File: src/design/ofc_pkg.sv
// Shared types, widths, codes and the CORDIC angle table of the flow colorizer.
`default_nettype none
package ofc_pkg;

    localparam int FLOW_W       = 16;
    localparam int TBL_DEPTH    = 64;
    localparam int TBL_AW       = $clog2(TBL_DEPTH);
    localparam int N_W          = TBL_AW + 1;
    localparam int TURN_BITS    = 20;
    localparam int CORDIC_STEPS = 16;
    localparam int STEP_W       = 4;
    localparam int CX_W         = FLOW_W + 10;
    localparam int Z_W          = TURN_BITS + 1;
    localparam int S_W          = 2 * FLOW_W;
    localparam int RAD_W        = S_W + 16;
    localparam int RT_W         = RAD_W / 2;
    localparam int REM_W        = RT_W + 2;
    localparam int JW           = $clog2(RT_W);
    localparam int M_W          = 15;
    localparam int MM_W         = 2 * M_W;
    localparam int Q_W          = 9;
    localparam int QB_W         = 4;
    localparam int POS_W        = TURN_BITS + TBL_AW - (TURN_BITS - 8);

    localparam logic [TURN_BITS-2:0] QUARTER = (TURN_BITS-1)'(1 << (TURN_BITS - 2));
    localparam logic [TURN_BITS:0]   HALF    = (TURN_BITS+1)'(1 << (TURN_BITS - 1));
    localparam logic [TURN_BITS:0]   FULL    = (TURN_BITS+1)'(1 << TURN_BITS);

    localparam logic REQ_LOAD  = 1'b0;
    localparam logic REQ_PIXEL = 1'b1;

    localparam logic [1:0] CFG_WHEEL  = 2'd0;
    localparam logic [1:0] CFG_MOTION = 2'd1;
    localparam logic [1:0] CFG_ALPHA  = 2'd2;
    localparam int CFG_DW = 15;

    typedef struct packed {
        logic                     req_type;
        logic [5:0]               table_index;
        logic [7:0]               table_red;
        logic [7:0]               table_green;
        logic [7:0]               table_blue;
        logic signed [FLOW_W-1:0] flow_u;
        logic signed [FLOW_W-1:0] flow_v;
    } t_in_word;

    typedef struct packed {
        logic [7:0] red;
        logic [7:0] green;
        logic [7:0] blue;
        logic [7:0] alpha;
        logic       has_alpha;
    } t_out_word;

    // One word in flight through the cell chain.
    typedef struct packed {
        logic                   valid;
        logic                   pix;
        logic [5:0]             lidx;
        logic [23:0]            lrgb;
        logic                   usgn;
        logic                   vsgn;
        logic                   axz;
        logic                   ayz;
        logic signed [CX_W-1:0] cx;
        logic signed [CX_W-1:0] cy;
        logic signed [Z_W-1:0]  cz;
        logic [S_W-1:0]         s;
        logic                   in_rad;
        logic [RT_W-1:0]        rt;
        logic [REM_W-1:0]       rem;
        logic [RT_W-1:0]        drem;
        logic [Q_W-1:0]         q;
    } t_tok;

    function automatic logic [Z_W-2:0] atan_turn(input logic [STEP_W-1:0] i);
        logic [Z_W-2:0] r;
        begin
            case (i)
                4'd0:    r = 20'd131072;
                4'd1:    r = 20'd77376;
                4'd2:    r = 20'd40884;
                4'd3:    r = 20'd20753;
                4'd4:    r = 20'd10417;
                4'd5:    r = 20'd5213;
                4'd6:    r = 20'd2607;
                4'd7:    r = 20'd1304;
                4'd8:    r = 20'd652;
                4'd9:    r = 20'd326;
                4'd10:   r = 20'd163;
                4'd11:   r = 20'd81;
                4'd12:   r = 20'd41;
                4'd13:   r = 20'd20;
                4'd14:   r = 20'd10;
                default: r = 20'd5;
            endcase
            return r;
        end
    endfunction

endpackage
`default_nettype wire

File: src/design/ofc_sqrt_cell.sv
// One result bit of the digit-by-digit square root of the squared radius.
`default_nettype none
module ofc_sqrt_cell (
    input  wire logic                       i_clk,
    input  wire logic                       i_rst_n,
    input  wire logic                       i_adv,
    input  wire logic [ofc_pkg::JW-1:0]     i_digit,
    input  wire ofc_pkg::t_tok              i_tok,
    output ofc_pkg::t_tok                   o_tok
);
    ofc_pkg::t_tok r_tok;
    ofc_pkg::t_tok n_tok;
    logic [ofc_pkg::RAD_W-1:0] rad;
    logic [ofc_pkg::RAD_W-1:0] sh;
    logic [ofc_pkg::REM_W+1:0] rem2;
    logic [ofc_pkg::REM_W+1:0] trial;

    always_comb begin
        n_tok = i_tok;
        rad   = {i_tok.s, 16'b0};
        sh    = rad >> {i_digit, 1'b0};
        rem2  = {i_tok.rem, sh[1:0]};
        trial = (ofc_pkg::REM_W+2)'({i_tok.rt, 2'b01});
        if (rem2 >= trial) begin
            n_tok.rem = ofc_pkg::REM_W'(rem2 - trial);
            n_tok.rt  = {i_tok.rt[ofc_pkg::RT_W-2:0], 1'b1};
        end else begin
            n_tok.rem = ofc_pkg::REM_W'(rem2);
            n_tok.rt  = {i_tok.rt[ofc_pkg::RT_W-2:0], 1'b0};
        end
    end

    always_ff @(posedge i_clk) begin
        if (!i_rst_n) begin
            r_tok.valid <= 1'b0;
        end else if (i_adv) begin
            r_tok <= n_tok;
        end
    end

    assign o_tok = r_tok;
endmodule
`default_nettype wire

File: config.mk
export PLATFORM = sky130hd
export DESIGN_NAME = ofc_sqrt_cell
export DESIGN_NICKNAME = d
export VERILOG_FILES = /design/src/design/ofc_pkg.sv /design/src/design/ofc_sqrt_cell.sv
export SDC_FILE = /design/constraint.sdc
export NUM_CORES = 1
export LEC_CHECK = 0
export ABC_AREA = 0
export BUFFER_PORTS_ARGS = -buffer_cell sky130_fd_sc_hd__buf_2
export CORE_AREA = 2 2 177 179
export DETAILED_ROUTE_END_ITERATION = 7
export DIE_AREA = 0 0 179 181
export GPL_ROUTABILITY_DRIVEN = 0
export PLACE_DENSITY = 0.53
export SLEW_MARGIN = 20
export SYNTH_ARGS = -nofsm -noshare
export SYNTH_HDL_FRONTEND = slang
export SYNTH_SLANG_ARGS = --single-unit
File: constraint.sdc
create_clock -name i_clk -period 10.1 [get_ports i_clk]
set_input_delay 2.525 -clock i_clk [delete_from_list [all_inputs] [get_ports i_clk]]
set_output_delay 2.525 -clock i_clk [all_outputs]
set_load 0.005 [all_outputs]
==> qor.csv <==
metric,value,unit
status,finished clean,
Worst Path Required,10370,ps
DR WL met3,2750,um
H-tree depth,1,
I/O Buffers,457,
post-synthesis net count,810,
share of flip-flops with an asynchronous set or reset,0,%
Post-CTS Repair Setup Buffers,0,
met2 routed WL,14700,um
Synth Cell Area,8950,um2
Synth area leader,edfxtp_1,
"most common cell after layout, fill and taps aside",buf_2,
synth unique cells,64,
leakage power,5.40,nW
fillers,2898,
initial core utilization,29.5,%
Mapped Cells,551,
DP Area,11700,um2
final wirelength,29100,um
Post-synth top flop,edfxtp_1,
"Avg Cell Area, Syn",16.2,um2
total grt overflow,0,
crit-path max FO,25,
reg2reg start,o_tok[224],
number of synthesized flops with an enable pin,224,
DR top layer,met5,
vias in the first global route,6380,
die area,32400,um2
layout cells sized above 1,49.8,%
first-pass GRT wire length,41000,um
register area share after synthesis,75.4,%
Worst Tran Pin Value,1040,ps
Max Cap Violations,0,
Critical path origin,i_digit[1],
period utilization,61.1,%
#FFs+latches synth,225,
WS Path Type,in -> reg,
max FFs per register,225,
Area Growth Syn to Fin,39.9,%
YS warnings,0,
initial antenna violation count,9,
largest net degree at the start of global routing,82,
DR vias,6472,
R2R Path End,o_tok[224],
DRC,0,
hold path depth,2,
CP Capture Type,flop,
Slew headroom,30.5,%
IO Pins,458,
Final nets,1285,
clk_lat worst skew,540,ps
"commonest cells after routing, fill and taps aside","buf_2, edfxtp_1, inv_1",
"Slew Viols, Final",0,
routed metal-1 wirelength,11000,um
die width,179,um
synth top area cells,"edfxtp_1, ha_1, mux2i_1",
post-route cell area,12500,um2
TritonCTS Buffers,25,
HP Class,reg -> reg,
post-cts resize count,0,
Highest Clock Rate,162,MHz
FP Rows,64,
Via density,4.48,
share of the synthesized area in the top cell type,75.1,%
CP Launch Type,input pin,
hpwl dp,22800,um
setup_tns,0,ps
first-iteration detailed-routing DRC count,351,
CTS tree,yes,
RSZ-0062 raised after global routing,no,
crit path capture,o_tok[40],
"Hold Violations, Final",0,
setup violators final,0,
root buf cell,clkbuf_16,
Final Critical Period,6180,ps
# hold bufs at CTS,0,
drt wl/cell,20.2,um
worst r2r path cells,2,
"CTS clk-pin slew, worst paths",70,ps
CP Data Arrival Time,6440,ps
Pre-antenna DRT Iters,4,
clock skew,0,ps
Pwr Density,187,nW/um2
flop2flop setup slack,9500,ps
Routed Antenna Nets,0,
core footprint,30300,um2
die height,181,um
Peak VDD IR,99.3,uV
maximum root-to-sink buffer count,3,
Tot GR Track Use,17.1,%
Sink Count,225,
==> how the worst min path moves through the flow <==
stage                          start          to
final                     o_tok[224]  o_tok[224]
after global routing      o_tok[224]  o_tok[224]
after CTS                 o_tok[224]  o_tok[224]
after detailed placement  o_tok[224]  o_tok[224]
after global placement    o_tok[224]  o_tok[224]
after floorplan           o_tok[224]  o_tok[224]
==> Yosys cell counts, types with 2 or more instances <==
cell       number
a211oi_1        4
a21boi_0        2
a21o_1         13
a21oi_1        26
a22oi_1         4
a2bb2oi_1       2
a31o_1          3
a41oi_1         2
and2_1          7
and3_1          2
buf_2           3
buf_4           2
buf_6           3
clkbuf_1        4
edfxtp_1      224
ha_1           26
inv_1          36
inv_2           2
mux2_4          2
mux2i_1        14
nand2_1        25
nand2b_1        4
nand3_1         7
nand3_2         2
nand4_1         7
nor2_1         23
nor2b_1         7
nor3_1          8
o211a_1         2
o211ai_1        4
o21a_1          5
o21ai_0        11
o21ai_1        10
o21bai_1        3
o31a_4          2
o31ai_1         8
or2_1           2
or3_1           4
xnor2_1         7
xor2_1          5
==> power by group <==
| part | internal (mW) | switching [mW] | leakage [nW] |
|---|---|---|---|
| Clock | 0.536 | 0.389 | 0.394 |
| Sequential | 1.11 | 0.0152 | 2.11 |
| Combinational | 0.130 | 0.161 | 2.89 |
==> kinds of logic (layout without fill, tap and decap cells) <==
kind of cell | Yosys count | after routing | share of synthesized area, %
DFF | 225 | 225 | 75.4
muxes | 16 | 16 | 1.90
and+or+nand+nor | 109 | 109 | 6.55
buffers and inverters | 50 | 543 | 2.47
adders and majority gates | 26 | 26 | 3.63
other | 0 | 6 | 0
AOI/OAI and AO/OA | 113 | 113 | 8.90
xor gates and xnor gates | 12 | 12 | 1.17
==> metrics by stage <==
| stage | worst slack [ps] | hold WS [ps] | total power [mW] | cells | utilization [%] |
|---|---|---|---|---|---|
| 2_1_floorplan | 1890 | 507 | 1.29 | 551 | - |
| 3_3_place_gp | 3560 | 499 | 1.44 | 1395 | 38.5 |
| 3_5_place_dp | 3370 | 530 | 1.44 | 1395 | 38.5 |
| 4_1_cts | 3910 | 540 | 2.38 | 1440 | 41.2 |
| 5_1_grt | 3590 | 616 | 2.45 | 1441 | 41.2 |
| 6_report | 3920 | 538 | 2.34 | 1446 | 41.3 |
==> cell type report <==
class	count	area, um2	area share, %
timing repair buffer	460	2310	18.4
sequential	225	6750	53.8
multi-input combinational	276	1990	15.9
antenna	6	15.0	0.120
inverter	38	143	1.14
tap	396	495	3.95
clock inverter	19	203	1.62
clock buffer	26	629	5.02
==> layer usage <==
layer / global-route usage (%) / up-vias
met4: 4.33 / 8
li1: - / 3083
met2: 30.1 / 266
met1: 19.9 / 3069
met5: 0 / -
met3: 5.43 / 46
==> critical path: stages <==
cell and delay, ps:
buf_2 390, mux2_4 340, a2bb2oi_1 150, nand3_1 110, o31a_4 190, ha_1 200
nor2b_1 60, o21ai_1 210, a21boi_2 100, o21ai_2 240, a211oi_4 120, nor4_2 400
or2_1 520, buf_4 330, inv_2 230, o221a_1 300
(Power assumes the default switching activity.)
