<file path="src/design/ofc_pkg.sv">
// Shared types, widths, codes and the CORDIC angle table of the flow colorizer.
`default_nettype none
package ofc_pkg;

    localparam int FLOW_W       = 16;
    localparam int TBL_DEPTH    = 64;
    localparam int TBL_AW       = $clog2(TBL_DEPTH);
    localparam int N_W          = TBL_AW + 1;
    localparam int TURN_BITS    = 20;
    localparam int CORDIC_STEPS = 16;
    localparam int STEP_W       = 4;
    localparam int CX_W         = FLOW_W + 10;
    localparam int Z_W          = TURN_BITS + 1;
    localparam int S_W          = 2 * FLOW_W;
    localparam int RAD_W        = S_W + 16;
    localparam int RT_W         = RAD_W / 2;
    localparam int REM_W        = RT_W + 2;
    localparam int JW           = $clog2(RT_W);
    localparam int M_W          = 15;
    localparam int MM_W         = 2 * M_W;
    localparam int Q_W          = 9;
    localparam int QB_W         = 4;
    localparam int POS_W        = TURN_BITS + TBL_AW - (TURN_BITS - 8);

    localparam logic [TURN_BITS-2:0] QUARTER = (TURN_BITS-1)'(1 << (TURN_BITS - 2));
    localparam logic [TURN_BITS:0]   HALF    = (TURN_BITS+1)'(1 << (TURN_BITS - 1));
    localparam logic [TURN_BITS:0]   FULL    = (TURN_BITS+1)'(1 << TURN_BITS);

    localparam logic REQ_LOAD  = 1'b0;
    localparam logic REQ_PIXEL = 1'b1;

    localparam logic [1:0] CFG_WHEEL  = 2'd0;
    localparam logic [1:0] CFG_MOTION = 2'd1;
    localparam logic [1:0] CFG_ALPHA  = 2'd2;
    localparam int CFG_DW = 15;

    typedef struct packed {
        logic                     req_type;
        logic [5:0]               table_index;
        logic [7:0]               table_red;
        logic [7:0]               table_green;
        logic [7:0]               table_blue;
        logic signed [FLOW_W-1:0] flow_u;
        logic signed [FLOW_W-1:0] flow_v;
    } t_in_word;

    typedef struct packed {
        logic [7:0] red;
        logic [7:0] green;
        logic [7:0] blue;
        logic [7:0] alpha;
        logic       has_alpha;
    } t_out_word;

    // One word in flight through the cell chain.
    typedef struct packed {
        logic                   valid;
        logic                   pix;
        logic [5:0]             lidx;
        logic [23:0]            lrgb;
        logic                   usgn;
        logic                   vsgn;
        logic                   axz;
        logic                   ayz;
        logic signed [CX_W-1:0] cx;
        logic signed [CX_W-1:0] cy;
        logic signed [Z_W-1:0]  cz;
        logic [S_W-1:0]         s;
        logic                   in_rad;
        logic [RT_W-1:0]        rt;
        logic [REM_W-1:0]       rem;
        logic [RT_W-1:0]        drem;
        logic [Q_W-1:0]         q;
    } t_tok;

    function automatic logic [Z_W-2:0] atan_turn(input logic [STEP_W-1:0] i);
        logic [Z_W-2:0] r;
        begin
            case (i)
                4'd0:    r = 20'd131072;
                4'd1:    r = 20'd77376;
                4'd2:    r = 20'd40884;
                4'd3:    r = 20'd20753;
                4'd4:    r = 20'd10417;
                4'd5:    r = 20'd5213;
                4'd6:    r = 20'd2607;
                4'd7:    r = 20'd1304;
                4'd8:    r = 20'd652;
                4'd9:    r = 20'd326;
                4'd10:   r = 20'd163;
                4'd11:   r = 20'd81;
                4'd12:   r = 20'd41;
                4'd13:   r = 20'd20;
                4'd14:   r = 20'd10;
                default: r = 20'd5;
            endcase
            return r;
        end
    endfunction

endpackage
`default_nettype wire

</file>
<file path="src/design/ofc_cordic_cell.sv">
// One vectoring CORDIC iteration of the phase chain.
`default_nettype none
module ofc_cordic_cell (
    input  wire logic                          i_clk,
    input  wire logic                          i_rst_n,
    input  wire logic                          i_adv,
    input  wire logic [ofc_pkg::STEP_W-1:0]    i_step,
    input  wire ofc_pkg::t_tok                 i_tok,
    output ofc_pkg::t_tok                      o_tok
);
    ofc_pkg::t_tok r_tok;
    ofc_pkg::t_tok n_tok;
    logic signed [ofc_pkg::CX_W-1:0] dx;
    logic signed [ofc_pkg::CX_W-1:0] dy;
    logic signed [ofc_pkg::Z_W-1:0]  da;

    always_comb begin
        n_tok = i_tok;
        dx    = i_tok.cy >>> i_step;
        dy    = i_tok.cx >>> i_step;
        da    = $signed({1'b0, ofc_pkg::atan_turn(i_step)});
        // rotate toward the x axis
        if (!i_tok.cy[ofc_pkg::CX_W-1]) begin
            n_tok.cx = i_tok.cx + dx;
            n_tok.cy = i_tok.cy - dy;
            n_tok.cz = i_tok.cz + da;
        end else begin
            n_tok.cx = i_tok.cx - dx;
            n_tok.cy = i_tok.cy + dy;
            n_tok.cz = i_tok.cz - da;
        end
    end

    always_ff @(posedge i_clk) begin
        if (!i_rst_n) begin
            r_tok.valid <= 1'b0;
        end else if (i_adv) begin
            r_tok <= n_tok;
        end
    end

    assign o_tok = r_tok;
endmodule
`default_nettype wire

</file>
<file path="config.mk">
export PLATFORM = sky130hd
export DESIGN_NAME = ofc_cordic_cell
export DESIGN_NICKNAME = d
export VERILOG_FILES = /design/src/design/ofc_pkg.sv /design/src/design/ofc_cordic_cell.sv
export SDC_FILE = /design/constraint.sdc
export NUM_CORES = 1
export LEC_CHECK = 0
export ABC_AREA = 1
export BUFFER_PORTS_ARGS = -buffer_cell sky130_fd_sc_hd__clkbuf_2
export CAP_MARGIN = 10
export CELL_PAD_IN_SITES_DETAIL_PLACEMENT = 0
export CELL_PAD_IN_SITES_GLOBAL_PLACEMENT = 1
export CORE_MARGIN = 4
export CORE_UTILIZATION = 35
export CTS_CLUSTER_SIZE = 20
export DETAILED_ROUTE_END_ITERATION = 6
export GPL_TIMING_DRIVEN = 0
export PLACE_DENSITY = 0.77
export SETUP_SLACK_MARGIN = 0.5
export SYNTH_ARGS = -nofsm -noshare
export SYNTH_HDL_FRONTEND = slang
export SYNTH_SLANG_ARGS = --single-unit
</file>
<file path="constraint.sdc">
create_clock -name i_clk -period 7.6 [get_ports i_clk]
set_clock_uncertainty 0.15 [all_clocks]
set_input_delay 2.28 -clock i_clk [delete_from_list [all_inputs] [get_ports i_clk]]
set_output_delay 2.28 -clock i_clk [all_outputs]
set_load 0.1 [all_outputs]
</file>
==> qor.log <==
qor: outcome.outcome complete, no violations
qor: detailed_routing.detail-route-antenna-nets 0
qor: pwr.sequential_power_share 0.319
qor: setup_path.type_of_the_worst_setup_path in -> reg
qor: detailed_routing.detailroute.via_count 14,280
qor: clock_tree.numCtsBuffers 26
qor: pwr.leakage 0.008997 uW
qor: timing.timing.final.crit_share 0.8553
qor: placed_design.gpl.final_weighted_congestion 0.9537
qor: setup_path.worst_ep_required 7.83 ns
qor: yosys.synth-seq-area-share 0.4556
qor: clock_tree.worst_setup_hold_path_clk_slew 0.06 ns
qor: die.starting_utilization_of_the_core_area 0.3538
qor: finish.sequential_cell_area 6746 um2
qor: detailed_routing.avgViaCountPerCell 5.113
qor: finish.post-route-util 0.4473
qor: finish.final_cells 2,793
qor: detailed_routing.drcViolationCount 0
qor: clock_tree.cts_setup_buffers 0
qor: setup_path.crit_path_max_fanout 10
qor: die.die_height 213.7 um
qor: finish.post_route_cells_drive_above_1_share 0.2588
qor: timing.fmax 153.8 MHz
qor: hold_path.hold_path_class reg -> reg
qor: detailed_routing.routed_wl 59.18 mm
qor: yosys.ys_seq_elements 225
qor: die.dieArea 45,660 um2
qor: yosys.synthesis.area 14,810 um2
qor: clock_tree.ctsHoldBuffers 0
qor: die.core_region_area 41,850 um2
qor: yosys.synth_top_cell_area_share 0.4543
qor: timing.setup_viol 0
qor: clock_tree.tritoncts done
qor: detailed_routing.detail_route.first_pass.iterations 6
qor: yosys.post-synth-top-count-cell sky130_fd_sc_hd__nand2_1
qor: clock_tree.postCtsResizedCells 0
qor: pwr.clock_power_share 0.257
qor: global_route.grt_pass1_vias 14,050
qor: clock_tree.insertion_delay 0.55 ns
qor: timing.setup_repair_after_global_routing_missed_its_margin no
qor: die.floorplan.io_pins 457
qor: setup_path.critical-path-top-cell-by-count sky130_fd_sc_hd__nand2_1
qor: global_route.grt_antenna_before_repair 1
qor: pwr.switchingPower 2169 uW
qor: yosys.synth-async-reset-ratio 0
qor: setup_path.cp_slowest_stage_delay 0.44 ns
qor: setup_path.r2r-start o_tok[224]
qor: finish.final_net_count 2,549
qor: pwr.power_report.internal_total 2772 uW
qor: hold_path.hold_start o_tok[224]
qor: clock_tree.tritoncts_num_sinks 225
qor: pwr.power.share.switching 0.4390
qor: setup_path.start_kind input port
qor: setup_path.startpoint i_step[1]
qor: yosys.netlist.top_cell.by_area sky130_fd_sc_hd__edfxtp_1
qor: global_route.grt_remaining_overflow 0
qor: placed_design.placedInstanceArea 17,850 um2
qor: clock_tree.clk_path_buf_depth 3
qor: pwr.proportion_of_power_drawn_by_combinational_gates 0.423
qor: placed_design.port_buffer_cells 453
qor: setup_path.worst-endpoint-arrival 6.73 ns
qor: finish.final_instance_area 18,720 um2
qor: detailed_routing.drt-wirelength-per-cell 21.19 um
qor: clock_tree.ctsRootBufferMaster sky130_fd_sc_hd__clkbuf_16
qor: timing.finalHoldViolations 0
qor: finish.multi_input_combinational_cell_area 7193 um2
qor: yosys.post_synth_num_cell_types 46
qor: placed_design.hpwlAfterDp 48.65 mm
qor: pwr.power-per-cell-area 263.9 nW/um2
qor: yosys.synth_fp_nets 2,063
qor: pwr.ir_worst_vdd 151.9 uV
qor: yosys.ys.flop_type sky130_fd_sc_hd__edfxtp_1
qor: yosys.syn-mean-instance-area 8.476 um2
qor: run.max_cap_violations 0
qor: setup_path.worstPathBufferInverterCount 5
qor: timing.timing.final.crit_period 6.500 ns
qor: yosys.ys_warn_count 0
qor: setup_path.slowest_stage sky130_fd_sc_hd__o21ai_0
qor: finish.num-fill-cells 4,207
qor: global_route.grt.total_usage 0.2460
qor: finish.area_delta_synth_final 26.44%
qor: yosys.post_synth_main_area_contributors sky130_fd_sc_hd__edfxtp_1, sky130_fd_sc_hd__nand2_1, sky130_fd_sc_hd__nand3_1
qor: global_route.grt_first_pass_wirelength 85.18 mm
qor: die.std_cell_rows 75
qor: setup_path.critical_path.top_delay_family simple AND/OR/NAND/NOR gates
qor: die.fp.dieW 213.7 um
qor: global_route.maximum_number_of_pins_on_one_net_before_global_route_repair 47
qor: timing.worstMarginPinSlew 0.9508 ns
qor: finish.largest_register_ff_count 225
qor: setup_path.critPathCaptureType flip-flop
qor: yosys.synth.cells.most_frequent sky130_fd_sc_hd__nand2_1, sky130_fd_sc_hd__nand3_1, sky130_fd_sc_hd__edfxtp_1
qor: yosys.synth_edf_count 224
qor: timing.relSlewSlack 0.3661
qor: yosys.synthCells 1,747
qor: placed_design.placed_cells 2,744
qor: clock_tree.cts.htree.levels 1
qor: detailed_routing.dr.first_iter.drc_count 1,076
qor: timing.report.final.slew_viol_count 0
## stage by stage
step / setup TNS, ns / power [uW] / worst slack, ns / hold WS, ns
final: 0 / 4941 / 1.100 / 0.4196
after global routing: 0 / 5206 / 0.5904 / 0.4672
after CTS: 0 / 4989 / 1.128 / 0.4160
after detailed placement: 0 / 3694 / 0.5965 / 0.3961
after global placement: -17.33 / 3689 / -0.1171 / 0.3873
after floorplan: 0 / 3241 / 1.352 / 0.8363
## layer usage
metal / vias up / global-route usage / part of all wire
met3: 86 / 0.05091 / 0.068
met4: 2 / 0.07283 / 0.030
li1: 6928 / - / -
met5: - / 0 / 0.00022
met1: 6746 / 0.3060 / 0.41
met2: 519 / 0.4329 / 0.49
## logic make-up after synthesis
group           count (synthesis)  share of synthesized area
simple gates                  921                     0.2707
buf+inv                       201                    0.05856
fa+ha+maj                      84                    0.07250
compound gates                205                    0.07698
flops                         225                     0.4556
xor+xnor                      111                    0.06566
## placed cells by master, fill, tap and decap left out, drive strengths merged, types with 2 or more instances in the layout
cell type / Yosys / routed
nand4: 19 / 19
o21ai: 74 / 74
o31ai: 3 / 3
a2111oi: 2 / 2
nand3b: 8 / 8
xor2: 72 / 72
nor2: 121 / 121
a31oi: 8 / 8
a21oi: 92 / 92
o21bai: 5 / 5
inv: 149 / 149
bufinv: 0 / 4
or2: 4 / 4
a21boi: 4 / 4
fa: 3 / 3
nand3: 248 / 248
nor3: 10 / 10
o221ai: 2 / 2
a21o: 6 / 6
edfxtp: 224 / 224
o211ai: 6 / 6
clkbuf: 9 / 491
clkinvlp: 0 / 2
nand2: 508 / 508
and2: 2 / 2
ha: 81 / 81
buf: 43 / 48
xnor2: 39 / 39
clkinv: 0 / 13
## worst register-to-register path: stages (launching register included)
cell and delay (ns):
sky130_fd_sc_hd__dfxtp_1 0.32, sky130_fd_sc_hd__o21ai_0 0.16, sky130_fd_sc_hd__a21oi_1 0.06
## path summary, 6_finish.rpt
kind / end / slack [ns] / cells past startpoint
setup / recovery: o_tok[185] / 1.10 / 27
hold / removal: o_tok[224] / 0.42 / 2
setup reg to reg: o_tok[224] / 6.80 / 2
hold reg to reg: o_tok[224] / 0.42 / 2
## area by class of cell
cell class | count | area share
buffer | 52 | 0.01617
clock inverter | 19 | 0.01096
timing repair buffer | 458 | 0.1264
sequential | 225 | 0.3604
inverter | 149 | 0.03034
clock buffer | 29 | 0.03535
multi-input combinational | 1321 | 0.3842
antenna | 1 | 0.0001337
tap | 539 | 0.03602
## power groups by stage
stage                     Combinational, uW  Clock, uW  Sequential (uW)
after floorplan                         763          0             2480
after global placement                 2080          0             1610
after detailed placement               2090          0             1600
after CTS                              2100       1310             1580
after global routing                   2240       1380             1590
final                                  2090       1270             1580
Power figures use the tool's default switching activity.
