**config.mk**
```make
export PLATFORM = sky130hd
export DESIGN_NAME = ofc_div_cell
export DESIGN_NICKNAME = d
export VERILOG_FILES = /design/src/design/ofc_pkg.sv /design/src/design/ofc_div_cell.sv
export SDC_FILE = /design/constraint.sdc
export NUM_CORES = 1
export LEC_CHECK = 0
export ABC_AREA = 1
export BUFFER_PORTS_ARGS = -buffer_cell sky130_fd_sc_hd__clkbuf_2
export CAP_MARGIN = 10
export CORE_AREA = 2 2 186 188
export CTS_CLUSTER_DIAMETER = 120
export CTS_CLUSTER_SIZE = 40
export DETAILED_ROUTE_END_ITERATION = 10
export DIE_AREA = 0 0 188 190
export PLACE_DENSITY_LB_ADDON = 0.25
export SLEW_MARGIN = 40
export SYNTH_ARGS = -nofsm -noshare
export SYNTH_HDL_FRONTEND = slang
export SYNTH_SLANG_ARGS = --single-unit
```
**constraint.sdc**
```tcl
create_clock -name i_clk -period 7.1 [get_ports i_clk]
set_clock_uncertainty 0.2 [all_clocks]
set_input_delay 1.775 -clock i_clk [delete_from_list [all_inputs] [get_ports i_clk]]
set_output_delay 1.775 -clock i_clk [all_outputs]
set_load 0.01 [all_outputs]
```
**src/design/ofc_pkg.sv**
```systemverilog
// Shared types, widths, codes and the CORDIC angle table of the flow colorizer.
`default_nettype none
package ofc_pkg;

    localparam int FLOW_W       = 16;
    localparam int TBL_DEPTH    = 64;
    localparam int TBL_AW       = $clog2(TBL_DEPTH);
    localparam int N_W          = TBL_AW + 1;
    localparam int TURN_BITS    = 20;
    localparam int CORDIC_STEPS = 16;
    localparam int STEP_W       = 4;
    localparam int CX_W         = FLOW_W + 10;
    localparam int Z_W          = TURN_BITS + 1;
    localparam int S_W          = 2 * FLOW_W;
    localparam int RAD_W        = S_W + 16;
    localparam int RT_W         = RAD_W / 2;
    localparam int REM_W        = RT_W + 2;
    localparam int JW           = $clog2(RT_W);
    localparam int M_W          = 15;
    localparam int MM_W         = 2 * M_W;
    localparam int Q_W          = 9;
    localparam int QB_W         = 4;
    localparam int POS_W        = TURN_BITS + TBL_AW - (TURN_BITS - 8);

    localparam logic [TURN_BITS-2:0] QUARTER = (TURN_BITS-1)'(1 << (TURN_BITS - 2));
    localparam logic [TURN_BITS:0]   HALF    = (TURN_BITS+1)'(1 << (TURN_BITS - 1));
    localparam logic [TURN_BITS:0]   FULL    = (TURN_BITS+1)'(1 << TURN_BITS);

    localparam logic REQ_LOAD  = 1'b0;
    localparam logic REQ_PIXEL = 1'b1;

    localparam logic [1:0] CFG_WHEEL  = 2'd0;
    localparam logic [1:0] CFG_MOTION = 2'd1;
    localparam logic [1:0] CFG_ALPHA  = 2'd2;
    localparam int CFG_DW = 15;

    typedef struct packed {
        logic                     req_type;
        logic [5:0]               table_index;
        logic [7:0]               table_red;
        logic [7:0]               table_green;
        logic [7:0]               table_blue;
        logic signed [FLOW_W-1:0] flow_u;
        logic signed [FLOW_W-1:0] flow_v;
    } t_in_word;

    typedef struct packed {
        logic [7:0] red;
        logic [7:0] green;
        logic [7:0] blue;
        logic [7:0] alpha;
        logic       has_alpha;
    } t_out_word;

    // One word in flight through the cell chain.
    typedef struct packed {
        logic                   valid;
        logic                   pix;
        logic [5:0]             lidx;
        logic [23:0]            lrgb;
        logic                   usgn;
        logic                   vsgn;
        logic                   axz;
        logic                   ayz;
        logic signed [CX_W-1:0] cx;
        logic signed [CX_W-1:0] cy;
        logic signed [Z_W-1:0]  cz;
        logic [S_W-1:0]         s;
        logic                   in_rad;
        logic [RT_W-1:0]        rt;
        logic [REM_W-1:0]       rem;
        logic [RT_W-1:0]        drem;
        logic [Q_W-1:0]         q;
    } t_tok;

    function automatic logic [Z_W-2:0] atan_turn(input logic [STEP_W-1:0] i);
        logic [Z_W-2:0] r;
        begin
            case (i)
                4'd0:    r = 20'd131072;
                4'd1:    r = 20'd77376;
                4'd2:    r = 20'd40884;
                4'd3:    r = 20'd20753;
                4'd4:    r = 20'd10417;
                4'd5:    r = 20'd5213;
                4'd6:    r = 20'd2607;
                4'd7:    r = 20'd1304;
                4'd8:    r = 20'd652;
                4'd9:    r = 20'd326;
                4'd10:   r = 20'd163;
                4'd11:   r = 20'd81;
                4'd12:   r = 20'd41;
                4'd13:   r = 20'd20;
                4'd14:   r = 20'd10;
                default: r = 20'd5;
            endcase
            return r;
        end
    endfunction

endpackage
`default_nettype wire

```
**src/design/ofc_div_cell.sv**
```systemverilog
// One quotient bit of the radius normalization.
`default_nettype none
module ofc_div_cell (
    input  wire logic                       i_clk,
    input  wire logic                       i_rst_n,
    input  wire logic                       i_adv,
    input  wire logic [ofc_pkg::QB_W-1:0]   i_bit,
    input  wire logic [ofc_pkg::M_W-1:0]    i_m,
    input  wire ofc_pkg::t_tok              i_tok,
    output ofc_pkg::t_tok                   o_tok
);
    ofc_pkg::t_tok r_tok;
    ofc_pkg::t_tok n_tok;
    logic [ofc_pkg::RT_W:0] dv;

    always_comb begin
        n_tok = i_tok;
        dv    = (ofc_pkg::RT_W+1)'(i_m) << i_bit;
        if ({1'b0, i_tok.drem} >= dv) begin
            n_tok.drem     = ofc_pkg::RT_W'({1'b0, i_tok.drem} - dv);
            n_tok.q[i_bit] = 1'b1;
        end
    end

    always_ff @(posedge i_clk) begin
        if (!i_rst_n) begin
            r_tok.valid <= 1'b0;
        end else if (i_adv) begin
            r_tok <= n_tok;
        end
    end

    assign o_tok = r_tok;
endmodule
`default_nettype wire
```
==> results <==
- After synthesis, the mean cell area works out to 11.2 um2.
- The number of endpoints failing setup at the final stage is 0.
- For this design, the CTS-stage hold fixing added 0 buffers.
- The path class of the tightest hold or removal check is reg2reg.
- For this run, the detailed router's first-pass iteration total came to 5.
- For this run, the top clock speed supported by timing is 190 MHz.
- The cell that appears most often on the critical path is sky130_fd_sc_hd__nand2_1.
- STA classifies the critical path startpoint as an input pin.
- The routed design could run at a clock period as short as 5.26 ns.
- The number of routed nets with antenna violations is 0.
- Measured along the y axis, the die boundary spans 190 um.
- At the worst endpoint, the required time is 7.12 ns.
- The headroom to the max-slew limit is 55.9%.
- The sequential element share of the synthesized area is 68.7%.
- TritonCTS built the clock tree.
- The Yosys step of the flow raised 0 warnings.
- After clock tree synthesis, the clock-pin slew on the worst setup and hold paths is 0.14 ns.
- Once placement completed, the tool counted placed cells totaling 1791.
- Setup repair after global routing left no endpoint under its margin.
- In this run the number of H-tree levels came out at 1.
- The first global-routing pass estimated 46800 um of wire.
- The via count of the first global-routing pass is 7585.
- The aggregate global-route resource usage is 17.4%.
- For this run, design rule violations remaining after detail routing come to 0.
- After global routing the overflow that remains totals 0.
- At the pin with the least slew margin, the transition time is 0.661 ns.
- Power spread over the standard cell area amounts to 228 mW/mm2.
- The initial standard-cell utilization of the core is 28.9%.
- The fraction of layout instances using a drive strength above 1 is 37.9%.
- The final number of max-transition violations is 0.
- The clock root buffer is sky130_fd_sc_hd__clkbuf_16.
- The routed wirelength normalized by instance count is 18.1 um.
- The placeable core region is 0.0339 mm2.
- The sum of internal, switching and leakage power is 0.00297 W.
- The number of buffers inserted during clock tree synthesis is 11.
- The final period utilization is 74.1%.
- The worst-case hold slack is 0.385 ns.
- Routability-driven placement finished with a final weighted congestion of 0.930.
- In this run the count of I/O pins placed on the die edge is 472.
- Entering global routing, the biggest net connects 134 pins.
- The cell count after synthesis is 881.
- The setup path with the least slack is of type in2reg.
- The max capacitance violation total is 0.
- The flow ran to the end, and the final reports show no timing, DRC or antenna violations.
- The number of rows created at floorplan is 68.
- The maximum fanout along the worst path is 33.
- CTS saw 225 sinks.
- The number of gates resized after CTS was 0.
- The cell with the biggest individual delay on the critical path is sky130_fd_sc_hd__o21ai_0.
- IR analysis of the VDD net gives a maximum drop of 142 uV.
- The final instance count without filler cells is 1807.
- The number of synthesized register bits is 225.
- Compared with the post-synthesis result, the final layout area differs by 33.0%.
- The synthesized area is 0.00982 mm2.
- Across all layers, the routed design uses 7834 vias.
- The die covers 0.0357 mm2.
- The post-detailed-placement half-perimeter wirelength is 26600 um.
- The leakage power is 6.18 nW.
- STA classifies the critical path endpoint as a flip-flop.
- The net total in the final layout is 1622.
- The aggregate routed wire length is 32800 um.
- The signal on the critical path passes through clkbuf_2 -> inv_2 -> nand2_1 -> o21ai_0 -> o21ai_0 -> or2_2 -> ha_1 -> nand2_1 -> inv_1 -> nand2_1 -> nor2_1 -> nand2_1 -> nand2_1 -> nand2_1 -> nand2_1 -> nand2_2 -> nand2_4 -> nand2_1 -> nand2_1.
- The number of flip-flops in the largest register is 225.
- During placement, the flow inserted port buffers numbering 471.
- For the worst setup path, the data arrival time is 5.28 ns.
- Dividing the detail-routed via count by the number of cells gives 4.34.
- The number of hold violations in the final report came to 0.
- The longest individual stage delay on the worst path is 0.42 ns.
- Counting every net in the synthesized netlist gives 1154.
- The clock latency at the later pin of the worst-skew pair is 0.50 ns.
- The initial antenna violation count is 2.
- The first routing iteration left 466 violations.
- The number of post-CTS setup repair buffers is 0.
- Counting along the longest clock path gives a buffer depth of 3.
- The total negative slack for setup checks is 0 ns.
- In this run the horizontal extent of the chip is 188 um.
- 0 antenna diodes ended up in the layout.
- The count of different cell masters after synthesis is 37.
-- cells in the mapped netlist --
cell type / instances / area share, %
sky130_fd_sc_hd__a31oi_1: 2 / 0.13
sky130_fd_sc_hd__nand3_2: 2 / 0.20
sky130_fd_sc_hd__a22oi_1: 6 / 0.46
sky130_fd_sc_hd__o22ai_1: 1 / 0.064
sky130_fd_sc_hd__nand4_1: 7 / 0.45
sky130_fd_sc_hd__nor3_1: 2 / 0.10
sky130_fd_sc_hd__nor2_4: 2 / 0.23
sky130_fd_sc_hd__clkbuf_1: 6 / 0.23
sky130_fd_sc_hd__edfxtp_1: 224 / 68
sky130_fd_sc_hd__buf_6: 3 / 0.34
sky130_fd_sc_hd__fa_1: 1 / 0.20
sky130_fd_sc_hd__a32oi_1: 1 / 0.089
sky130_fd_sc_hd__mux2i_1: 1 / 0.10
sky130_fd_sc_hd__dfxtp_1: 1 / 0.20
sky130_fd_sc_hd__buf_2: 7 / 0.36
sky130_fd_sc_hd__inv_1: 114 / 4.4
sky130_fd_sc_hd__nand2_2: 4 / 0.25
sky130_fd_sc_hd__inv_2: 2 / 0.076
sky130_fd_sc_hd__nor2_2: 2 / 0.13
sky130_fd_sc_hd__nand3_1: 49 / 2.5
sky130_fd_sc_hd__a22o_1: 1 / 0.089
sky130_fd_sc_hd__a21oi_1: 15 / 0.76
sky130_fd_sc_hd__ha_1: 25 / 3.2
sky130_fd_sc_hd__buf_1: 1 / 0.038
sky130_fd_sc_hd__buf_4: 1 / 0.076
sky130_fd_sc_hd__a21oi_2: 1 / 0.089
sky130_fd_sc_hd__o21ai_0: 32 / 1.6
sky130_fd_sc_hd__o21bai_1: 1 / 0.076
sky130_fd_sc_hd__nor2_1: 42 / 1.6
sky130_fd_sc_hd__xor2_1: 11 / 0.98
sky130_fd_sc_hd__nand2_4: 2 / 0.23
sky130_fd_sc_hd__and2_1: 1 / 0.064
sky130_fd_sc_hd__nand2_1: 299 / 11
sky130_fd_sc_hd__nand3b_1: 2 / 0.15
sky130_fd_sc_hd__xnor2_1: 1 / 0.089
sky130_fd_sc_hd__or2_2: 8 / 0.51
sky130_fd_sc_hd__o21ai_1: 1 / 0.051
-- logic make-up after synthesis --
group	Yosys count	share of synthesized area, %
multiplexers	1	0.102
flip-flops	225	68.7
XOR/XNOR	12	1.07
buffers and inverters	134	5.48
AND/OR/NAND/NOR	422	17.8
AO/OA/AOI/OAI	61	3.44
adder cells (fa/ha/maj)	26	3.39
-- metal layers --
layer	GRT usage [%]	share of wire, %	vias up
met5	0	0.067	-
met4	3.21	1.8	4
met3	4.30	7.2	40
met2	32.4	52	291
met1	20.3	39	3645
li1	-	-	3854
-- per-stage QoR --
step | setup slack, ns | util [%] | instance area [um2]
after detailed placement | 1.34 | 37.3 | 12700
after floorplan | 0.217 | - | 9820
after global routing | 1.41 | 38.5 | 13100
after CTS | 1.84 | 38.5 | 13100
after global placement | 1.36 | 37.3 | 12700
final | 1.84 | 38.5 | 13100
-- worst max-delay path, delay by kind of cell --
kind                     cells  cell delay [ns]
adder cells (fa/ha/maj)      1             0.33
buffers and inverters        3             0.53
AO/OA/AOI/OAI                2             0.61
AND/OR/NAND/NOR             13             2.01
-- cells in the final DEF, fill, tap and decap left out, drive strengths merged --
| cell type | netlist | routed |
|---|---|---|
| a21oi | 16 | 16 |
| a22o | 1 | 1 |
| a22oi | 6 | 6 |
| a31oi | 2 | 2 |
| a32oi | 1 | 1 |
| and2 | 1 | 1 |
| buf | 12 | 2 |
| clkbuf | 6 | 483 |
| clkinv | 0 | 3 |
| dfxtp | 1 | 1 |
| edfxtp | 224 | 224 |
| fa | 1 | 1 |
| ha | 25 | 25 |
| inv | 116 | 117 |
| mux2i | 1 | 1 |
| nand2 | 305 | 305 |
| nand3 | 51 | 51 |
| nand3b | 2 | 2 |
| nand4 | 7 | 7 |
| nor2 | 46 | 46 |
| nor3 | 2 | 2 |
| o21ai | 33 | 33 |
| o21bai | 1 | 1 |
| o22ai | 1 | 1 |
| or2 | 8 | 8 |
| xnor2 | 1 | 1 |
| xor2 | 11 | 11 |
-- report_power, final --
part | switching [W] | total, W | internal (W)
clock network | 0.000468 | 0.000785 | 0.000317
registers | 0.0000257 | 0.00160 | 0.00157
logic | 0.000375 | 0.000586 | 0.000211
total | 0.000869 | 0.00297 | 0.00210
-- path summary, 6_finish.rpt --
path | start | endpoint | slack [ns] | depth (start not counted)
worst max-delay path | i_bit[0] | o_tok[14] | 1.84 | 19
worst min-delay path | o_tok[224] | o_tok[224] | 0.39 | 2
worst max register to register | o_tok[224] | o_tok[224] | 6.23 | 2
worst min register to register | o_tok[224] | o_tok[224] | 0.39 | 2
-- layout make-up --
class	instances	area, um2
clock buffer	12	279
clock inverter	4	106
fill	3461	20900
inverter	116	448
multi-input combinational	522	2540
sequential	225	6750
tap	455	569
timing repair buffer	473	2370
Power figures use the tool's default switching activity.
